**src/hw/rtl/qpu_pkg.sv**
```systemverilog
`default_nettype none

package qpu_pkg;

    // Scan phase
    typedef enum logic [1:0] {
        PH_DONE   = 2'd0,
        PH_SEEK   = 2'd1,
        PH_INSIDE = 2'd2,
        PH_ESCAPE = 2'd3
    } t_phase;

    // Result kinds
    typedef logic [1:0] t_kind;
    localparam t_kind KIND_CHAR   = 2'd0;
    localparam t_kind KIND_CLOSED = 2'd1;
    localparam t_kind KIND_UNTERM = 2'd2;
    localparam t_kind KIND_NOTQ   = 2'd3;

    // Character codes
    localparam logic [7:0] CH_NUL    = 8'h00;
    localparam logic [7:0] CH_SPACE  = 8'h20;
    localparam logic [7:0] CH_TAB    = 8'h09;
    localparam logic [7:0] CH_CR     = 8'h0d;
    localparam logic [7:0] CH_LF     = 8'h0a;
    localparam logic [7:0] CH_FF     = 8'h0c;
    localparam logic [7:0] CH_VT     = 8'h0b;
    localparam logic [7:0] CH_LBRACK = 8'h5b;
    localparam logic [7:0] CH_RBRACK = 8'h5d;
    localparam logic [7:0] CH_LBRACE = 8'h7b;
    localparam logic [7:0] CH_RBRACE = 8'h7d;
    localparam logic [7:0] CH_SQUOTE = 8'h27;
    localparam logic [7:0] CH_DQUOTE = 8'h22;
    localparam logic [7:0] CH_BSLASH = 8'h5c;
    localparam logic [7:0] CH_LOW_N  = 8'h6e;
    localparam logic [7:0] CH_LOW_T  = 8'h74;
    localparam logic [7:0] CH_LOW_R  = 8'h72;
    localparam logic [7:0] CH_LOW_F  = 8'h66;
    localparam logic [7:0] CH_LOW_V  = 8'h76;

    function automatic logic is_blank(input logic [7:0] b);
        return (b == CH_SPACE) || ((b >= CH_TAB) && (b <= CH_CR));
    endfunction

    function automatic logic [7:0] unescape(input logic [7:0] b);
        logic [7:0] r;
        case (b)
            CH_LOW_N: r = CH_LF;
            CH_LOW_T: r = CH_TAB;
            CH_LOW_R: r = CH_CR;
            CH_LOW_F: r = CH_FF;
            CH_LOW_V: r = CH_VT;
            default:  r = b;
        endcase
        return r;
    endfunction

endpackage

`default_nettype wire

```
**src/hw/rtl/quoted_parameter_unescaper.sv**
```systemverilog
`default_nettype none

// Quoted parameter unescaper: takes text one byte per request on the slave
// stream (tuser flags the first byte of a new scan), skips leading blanks,
// recognizes an opener ([ { ' or ") and emits the unescaped bytes up to the
// matching closer, followed by one status result (closed, unterminated on a
// zero byte, or not quoted). Bytes that arrive after a scan has ended and
// before the next first byte are dropped without a result. The phase and
// closer registers update in the same cycle the byte is accepted, and the
// result lands in a single output register, so a new byte is taken every
// cycle while the master side keeps up. The input stalls only while a
// result sits in the output register and is not taken.
module quoted_parameter_unescaper (
    input  wire logic       i_clk,
    input  wire logic       i_rst_n,
    // slave stream
    input  wire logic       s_axis_tvalid,
    output logic            s_axis_tready,
    input  wire logic [7:0] s_axis_tdata,   // [7:0] text_byte
    input  wire logic [0:0] s_axis_tuser,   // [0] first_byte
    // master stream
    output logic            m_axis_tvalid,
    input  wire logic       m_axis_tready,
    output logic [7:0]      m_axis_tdata,   // [7:0] out_char
    output logic [1:0]      m_axis_tuser    // [1:0] kind
);

    qpu_pkg::t_phase r_phase, n_phase;
    logic [7:0]      r_close, n_close;

    logic            r_out_valid;
    logic [7:0]      r_out_char;
    qpu_pkg::t_kind  r_out_kind;

    logic            w_accept;
    qpu_pkg::t_phase w_cur;       // phase seen by this byte
    logic            w_emit;
    logic [7:0]      w_char;
    qpu_pkg::t_kind  w_kind;
    logic [7:0]      w_byte;

    assign w_byte = s_axis_tdata;

    // Take a new request whenever the output register is empty or drains now.
    assign s_axis_tready = !r_out_valid || m_axis_tready;
    assign w_accept      = s_axis_tvalid && s_axis_tready;

    // A first byte restarts the scan whatever the phase.
    assign w_cur = s_axis_tuser[0] ? qpu_pkg::PH_SEEK : r_phase;

    // Next state: phase and the closer chosen by the opener.
    always_comb begin
        n_phase = w_cur;
        n_close = r_close;
        case (w_cur)
            qpu_pkg::PH_SEEK: begin
                if (!qpu_pkg::is_blank(w_byte)) begin
                    n_phase = qpu_pkg::PH_INSIDE;
                    case (w_byte)
                        qpu_pkg::CH_LBRACK: n_close = qpu_pkg::CH_RBRACK;
                        qpu_pkg::CH_LBRACE: n_close = qpu_pkg::CH_RBRACE;
                        qpu_pkg::CH_SQUOTE: n_close = qpu_pkg::CH_SQUOTE;
                        qpu_pkg::CH_DQUOTE: n_close = qpu_pkg::CH_DQUOTE;
                        default:            n_phase = qpu_pkg::PH_DONE;
                    endcase
                end
            end
            qpu_pkg::PH_INSIDE: begin
                if (w_byte == qpu_pkg::CH_NUL || w_byte == r_close) begin
                    n_phase = qpu_pkg::PH_DONE;
                end else if (w_byte == qpu_pkg::CH_BSLASH) begin
                    n_phase = qpu_pkg::PH_ESCAPE;
                end
            end
            qpu_pkg::PH_ESCAPE: begin
                // escaped closer is plain data; zero still ends the scan
                n_phase = (w_byte == qpu_pkg::CH_NUL) ? qpu_pkg::PH_DONE
                                                      : qpu_pkg::PH_INSIDE;
            end
            default: begin
                n_phase = qpu_pkg::PH_DONE;
            end
        endcase
    end

    // Result for this byte, if any.
    always_comb begin
        w_emit = 1'b0;
        w_char = qpu_pkg::CH_NUL;
        w_kind = qpu_pkg::KIND_CHAR;
        case (w_cur)
            qpu_pkg::PH_SEEK: begin
                if (!qpu_pkg::is_blank(w_byte) &&
                    w_byte != qpu_pkg::CH_LBRACK && w_byte != qpu_pkg::CH_LBRACE &&
                    w_byte != qpu_pkg::CH_SQUOTE && w_byte != qpu_pkg::CH_DQUOTE) begin
                    w_emit = 1'b1;
                    w_kind = qpu_pkg::KIND_NOTQ;
                end
            end
            qpu_pkg::PH_INSIDE: begin
                if (w_byte == qpu_pkg::CH_NUL) begin
                    w_emit = 1'b1;
                    w_kind = qpu_pkg::KIND_UNTERM;
                end else if (w_byte == r_close) begin
                    w_emit = 1'b1;
                    w_kind = qpu_pkg::KIND_CLOSED;
                end else if (w_byte != qpu_pkg::CH_BSLASH) begin
                    w_emit = 1'b1;
                    w_char = w_byte;
                end
            end
            qpu_pkg::PH_ESCAPE: begin
                w_emit = 1'b1;
                if (w_byte == qpu_pkg::CH_NUL) begin
                    w_kind = qpu_pkg::KIND_UNTERM;
                end else begin
                    w_char = qpu_pkg::unescape(w_byte);
                end
            end
            default: begin
                w_emit = 1'b0;   // drop bytes after the end
            end
        endcase
    end

    // Control state: advance only on an accepted request.
    always_ff @(posedge i_clk) begin
        if (!i_rst_n) begin
            r_phase     <= qpu_pkg::PH_DONE;
            r_close     <= qpu_pkg::CH_NUL;
            r_out_valid <= 1'b0;
        end else begin
            if (w_accept) begin
                r_phase <= n_phase;
                r_close <= n_close;
            end
            if (w_accept) begin
                r_out_valid <= w_emit;
            end else if (m_axis_tready) begin
                r_out_valid <= 1'b0;
            end
        end
    end

    // Output payload: load with each accepted request, hold while stalled.
    always_ff @(posedge i_clk) begin
        if (w_accept) begin
            r_out_char <= w_char;
            r_out_kind <= w_kind;
        end
    end

    assign m_axis_tvalid = r_out_valid;
    assign m_axis_tdata  = r_out_char;
    assign m_axis_tuser  = r_out_kind;

endmodule

`default_nettype wire

```
**config.mk**
```make
export PLATFORM = sky130hd
export DESIGN_NAME = quoted_parameter_unescaper
export DESIGN_NICKNAME = d
export VERILOG_FILES = /design/src/hw/rtl/qpu_pkg.sv /design/src/hw/rtl/quoted_parameter_unescaper.sv
export SDC_FILE = /design/constraint.sdc
export NUM_CORES = 1
export LEC_CHECK = 0
export BUFFER_PORTS_ARGS = -buffer_cell sky130_fd_sc_hd__buf_2
export CELL_PAD_IN_SITES_DETAIL_PLACEMENT = 0
export CELL_PAD_IN_SITES_GLOBAL_PLACEMENT = 1
export CORE_UTILIZATION = 43
export DETAILED_ROUTE_END_ITERATION = 10
export PLACE_DENSITY_LB_ADDON = 0.05
export RECOVER_POWER = 100
export SYNTH_ARGS = -nofsm -noshare
export SYNTH_HDL_FRONTEND = slang
export SYNTH_SLANG_ARGS = --single-unit
```
**constraint.sdc**
```tcl
create_clock -name i_clk -period 4.4 [get_ports i_clk]
set_clock_uncertainty 0.1 [all_clocks]
set_input_delay 0.66 -clock i_clk [delete_from_list [all_inputs] [get_ports i_clk]]
set_output_delay 0.66 -clock i_clk [all_outputs]
set_load 0.05 [all_outputs]
```
### Word level (Yosys, flattened, before mapping)

Cells that the tools add are included.
W data, S select, Z words.

* add/sub/neg operators: 0
* multiply operators: 0
* div/mod/pow operators: 0
* $lt $le $gt $ge: 2
* equal/unequal tests: 20
* shift-type cells: 0
* mux-type cells: 26
* bitwise logic cells: 1
* reductions and logical operators: 16

Operators by type and width (number)
* $eq A8 B7 Y1 const B: 8
* $pmux W8 S5: 1
* $mux W8: 4
* $pmux W8 S4: 1
* $eq A8 B6 Y1 const B: 3
* $ne A8 B7 Y1 const B: 3
* $mux W2: 9
* $ne A8 B6 Y1 const B: 2
* $pmux W8 S2: 1
* $pmux W2 S3: 2
* $eq A8 B8 Y1: 1
* $ge A8 B4 Y1 const B: 1
* $le A8 B4 Y1 const B: 1
* $logic_not A8 Y1: 1
* $mux W1: 7
* $logic_and A1 B1 Y1: 6
* $eq A2 B2 Y1 const B: 2
* $reduce_and A4 Y1: 1
* $reduce_bool A4 Y1: 1
* $reduce_or A4 Y1: 1
* $logic_or A1 B1 Y1: 3
* $pmux W1 S3: 1
* $eq A2 B1 Y1 const B: 1
* $logic_not A1 Y1: 2
* 2 further kinds: 2

* bits in registers: 21
* bits in latches: 0
* bits in writable memories: 0
* ROM bits: 0
* bits of input ports: 13
* output and inout bits: 12
* logic and storage cells: 70
* memories: 0

### Longest topological paths before layout

* depth in word-level cells: 11
* depth in mapped cells: 7
* mapped depth without buffers: 5

### Worst setup path after synthesis

No wires, ideal clock.

* kind: input to register
* start: input port m_axis_tready
* end: register r_close[1]
* setup time: 0.072 ns
* data arrival time: 2.321 ns
* required time: 4.228 ns
* setup slack: 1.907 ns
* cell stages on the path: 5
* buffers on the path: 1
* cell sequence: nand2b_1 and2_1 clkbuf_1 nor3b_4 mux2i_1

* longest elaborated chain between the ends: 3

Ends and longest elaborated chain
* start, declared: line quoted_parameter_unescaper.sv:23 `input wire logic m_axis_tready,`
* $logic_or A1 B1 Y1: line quoted_parameter_unescaper.sv:45 `assign s_axis_tready = !r_out_valid || m_axis_tready;`
* $logic_and A1 B1 Y1: line quoted_parameter_unescaper.sv:46 `assign w_accept = s_axis_tvalid && s_axis_tready;`
* via w_accept: line quoted_parameter_unescaper.sv:35 `logic w_accept;`
* $reduce_and A4 Y1 (no line)
* end signal, assigned: line quoted_parameter_unescaper.sv:130 `r_close <= qpu_pkg::CH_NUL;`
* end signal, assigned: line quoted_parameter_unescaper.sv:135 `r_close <= n_close;`
* end, declared: line quoted_parameter_unescaper.sv:29 `logic [7:0] r_close, n_close;`

The timed path passes the listed nets, and every way through them passes these cells.
A chain may end at the register's enable or synchronous reset.

### Worst setup path in the final report

* start: input port s_axis_tdata[2]
* end: register r_out_char[2], in the netlist m_axis_tdata[2], data pin

* longest elaborated chain between the ends: 5

Ends and longest elaborated chain
* start, declared: line quoted_parameter_unescaper.sv:19 `input wire logic [7:0] s_axis_tdata,`
* $ne A8 B7 Y1: line quoted_parameter_unescaper.sv:107 `end else if (w_byte != qpu_pkg::CH_BSLASH) begin`
* $mux W8: line quoted_parameter_unescaper.sv:107
* $mux W8: line quoted_parameter_unescaper.sv:104 `end else if (w_byte == r_close) begin`
* $mux W8: line quoted_parameter_unescaper.sv:101 `if (w_byte == qpu_pkg::CH_NUL) begin`
* $pmux W8 S2 *: line quoted_parameter_unescaper.sv:91 `case (w_cur)`
* via w_char[2]: line quoted_parameter_unescaper.sv:38 `logic [7:0] w_char;`
* end signal, assigned: line quoted_parameter_unescaper.sv:148 `r_out_char <= w_char;`
* end, declared: line quoted_parameter_unescaper.sv:32 `logic [7:0] r_out_char;`

The timed path passes the listed nets; every way through them passes the cells marked *.

==> run summary <==
========================================================================================================
Number of violations reported at the end of detailed-routing iteration 0                              19
Signed area change from the synthesized netlist to the final layout                               8.105%
Summed negative setup slack over all endpoints                                                      0 ps
Sequential element share of the synthesized area                                                  38.55%
Mux cell area share after synthesis                                                               3.505%
Area of the die                                                                                 2867 µm²
Crit path kind                                                                              input port to flip-flop
Run status                                                                                     completed
Post-synthesis cell count                                                                            120
Via count of the first global-routing pass                                                           837
Area of the placeable core                                                                      2500 µm²
Internal power contribution                                                                  0.0002315 W
Total nets after synthesis                                                                           133
Crit-path max cell delay                                                                          600 ps
Data required, critical path                                                                     4330 ps
Post-synthesis share of cell area spent on full adders, half adders and majority gates                0%
Pin count of the biggest net entering global routing                                                  18
Flip-flop and latch area                                                                       440.4 µm²
Mean instance size in the synthesized netlist                                                  9.520 µm²
Share of post-route cells with drive strength above 1                                             15.11%
Most frequent cell after synthesis                                                          sky130_fd_sc_hd__nand2_1
Number of buffers inserted during clock tree synthesis                                                 3
Number of clock sinks seen by CTS                                                                     17
Share of synthesized cell area in and, or, nand and nor gates                                     30.34%
Critical path cell sequence                                                                 clkbuf_1 -> or3_1 -> o311ai_0 -> a31oi_1 -> a21oi_1 -> o21ai_0
Critical Path Fanout Max                                                                              14
Dominant register cell in the synthesized netlist                                           sky130_fd_sc_hd__edfxtp_1
Leakage power                                                                                  0.4378 nW
Multi-input logic area                                                                         623.1 µm²
Via count of the routed design                                                                       979
Post-Place Worst Slack                                                                           1868 ps
Switching power                                                                              0.0001058 W
Crit. End Element                                                                              flip-flop
Number of remaining DRC errors                                                                         0
Count of cells resized by post-cts repair                                                              0
Count of hold buffers inserted by post-cts repair                                                      0
Length of the first detailed-routing pass in iterations                                                4
Post-DR vias/cell                                                                                  5.793
Sequential power share                                                                             53.2%
Worst path setup slack after routing                                                             1647 ps
Net count of the finished layout                                                                     153
Starting utilization of the core area                                                             45.70%
Arrival time reported for the critical path endpoint                                             2680 ps
Final hold violations                                                                                  0
Max Buffers Root-to-Sink                                                                               2
Switching Fraction                                                                                31.36%
Slew of the pin with the lowest slew margin                                                     944.6 ps
Count of nets left with antenna violations after detail routing                                        0
Total overflow reported by the global router                                                           0
Combinational share of power                                                                       22.4%
Library cells used by synthesis                                                                       49
Cell row count                                                                                        18
Min cycle time layout                                                                            2753 ps
Number of max-capacitance violations reported                                                          0
Fill cells                                                                                           256
Buf/Inv on CP                                                                                          1
Number of antenna violations at the first check in global routing                                      0
Worst vdd rail ir drop                                                                         0.1557 mV
Area fraction of the dominant cell type after synthesis                                           26.29%
Number of port buffers                                                                                24
Wire length of the first global-routing pass                                                     3870 µm
Clk network pwr share                                                                              24.4%
Die Height                                                                                      53.54 µm
Tightest Hold Check Type                                                                    flip-flop to flip-flop
Clock latency reported for the late side of the worst-skew pair                                   290 ps
Synth Area in Compound Gates                                                                      19.61%
Setup Fix Bufs, Post-CTS                                                                               0
Launch point of the worst hold path                                                           r_close[5]
Hpwl dp                                                                                          1880 µm
Post-CTS clock slew at the launch and capture registers of the worst setup and hold paths         100 ps
Worst max-slew margin expressed relative to the limit                                             36.99%
Critical path startpoint category                                                             input port
Family with the most delay on the worst path                                                compound AO/OA/AOI/OAI gates
Post-detailed-route wirelength per cell                                                         14.65 µm
Crit share post-route                                                                             62.57%
Max-slew violations                                                                                    0
Drt total wl                                                                                     2476 µm
Number of inserted diodes                                                                              0
Die outline width                                                                               53.54 µm
Worst R2R Start                                                                             m_axis_tvalid
Cell area power density                                                                     273.1 nW/µm²
Top area cells in the synthesized netlist                                                   sky130_fd_sc_hd__edfxtp_1, sky130_fd_sc_hd__dfxtp_1, sky130_fd_sc_hd__nand2_1, sky130_fd_sc_hd__mux2i_1, sky130_fd_sc_hd__nor2b_1
Top cells by count, synth                                                                   sky130_fd_sc_hd__nand2_1, sky130_fd_sc_hd__edfxtp_1, sky130_fd_sc_hd__nor2_1, sky130_fd_sc_hd__dfxtp_1, sky130_fd_sc_hd__nor2b_1
Fraction of synthesized cell area in xor and xnor cells                                           3.067%
Total of warnings raised by yosys                                                                      0
CP max stage cell                                                                           sky130_fd_sc_hd__o311ai_0
Setup repair after global routing missed its margin                                                   no
Fraction of registers with async set/reset                                                            0%
Final setup vio count                                                                                  0
Total of flip-flops plus latches after synthesis                                                      17
H-tree level count                                                                                     1
I/O pin total                                                                                         25
Placer Congestion                                                                                 0.8245
Achievable clock frequency                                                                     363.2 MHz
Clock tree from TritonCTS                                                                           done
Cell taking the most area after synthesis                                                   sky130_fd_sc_hd__edfxtp_1
Buffer cell driving the clock tree root                                                     sky130_fd_sc_hd__clkbuf_4
Start point of the critical path                                                            s_axis_tdata[2]
Largest family of logic cells by synthesized area                                           simple AND/OR/NAND/NOR gates
Global-route usage over all layers                                                                19.05%
Summed instance area of the synthesized netlist                                                 1142 µm²
Number of enable flip-flop cells after synthesis                                                      10
========================================================================================================
[flip-flops by register name, summed over array words and instances, names as in the netlist]
| register | count |
|---|---|
| m_axis_tdata | 8 |
| r_phase | 2 |
| r_close | 4 |
| m_axis_tuser | 2 |
| m_axis_tvalid | 1 |
[routing by layer]
layer  part of all wire (%)  track usage [%]  vias to the layer above
met5                      0                0                        -
met4                   0.53            5.702                        0
met3                    4.5            3.390                        2
met2                     48            30.83                       31
met1                     47            25.74                      461
li1                       -                -                      485
[tightest hold or removal path: stages, from the launching register on]
cell and delay [ps]:
sky130_fd_sc_hd__dfxtp_1 330, sky130_fd_sc_hd__nand2_1 60, sky130_fd_sc_hd__mux2i_1 50
[layout make-up]
type / instances / area share, %
tap: 30 / 3.040
timing repair buffer: 24 / 8.409
clock buffer: 4 / 2.128
sequential: 17 / 35.66
multi-input combinational: 93 / 50.46
inverter: 1 / 0.3040
[stage by stage]
step	power (W)	hold slack, ps	util (%)	instances	cell area (µm²)
floorplan	0.0002439	343.6	-	120	1142
global placement	0.0002611	359.8	49.90	165	1247
detailed placement	0.0002618	372.4	49.90	165	1247
CTS	0.0003417	386.8	50.95	169	1274
global route	0.0003539	413.0	49.40	169	1235
finish	0.0003373	382.0	49.40	169	1235
[power by group through the flow]
stage / logic (W) / registers (W) / clock network [W]
after global placement: 0.0000786 / 0.000182 / 0
final: 0.0000757 / 0.000179 / 0.0000823
after floorplan: 0.0000392 / 0.000205 / 0
after detailed placement: 0.0000789 / 0.000183 / 0
after global routing: 0.0000810 / 0.000181 / 0.0000923
after CTS: 0.0000790 / 0.000179 / 0.0000834
[cells in the final DEF (no fill, tap or decap), types with 4 or more instances in the layout]
cell / n
sky130_fd_sc_hd__a21oi_1: 5
sky130_fd_sc_hd__buf_2: 11
sky130_fd_sc_hd__clkbuf_1: 14
sky130_fd_sc_hd__dfxtp_1: 7
sky130_fd_sc_hd__edfxtp_1: 10
sky130_fd_sc_hd__mux2i_1: 4
sky130_fd_sc_hd__nand2_1: 13
sky130_fd_sc_hd__nor2_1: 8
sky130_fd_sc_hd__nor2b_1: 6
sky130_fd_sc_hd__o21ai_0: 4
[kinds of logic (layout without fill, tap and decap cells)]
logic type / count (synthesis) / count (layout)
AND/OR/NAND/NOR: 57 / 57
multiplexers: 4 / 4
flip-flops: 17 / 17
buffers and inverters: 10 / 29
AO/OA/AOI/OAI: 28 / 28
XOR/XNOR: 4 / 4
[path summary, 6_finish.rpt]
kind         slack (ps)               to  cells past startpoint
max                1650  m_axis_tdata[2]                      6
min                 380       r_close[5]                      2
max reg2reg        2130       r_close[1]                      4
min reg2reg         380       r_close[5]                      2
Note: power is estimated with default switching activity, not from simulation.
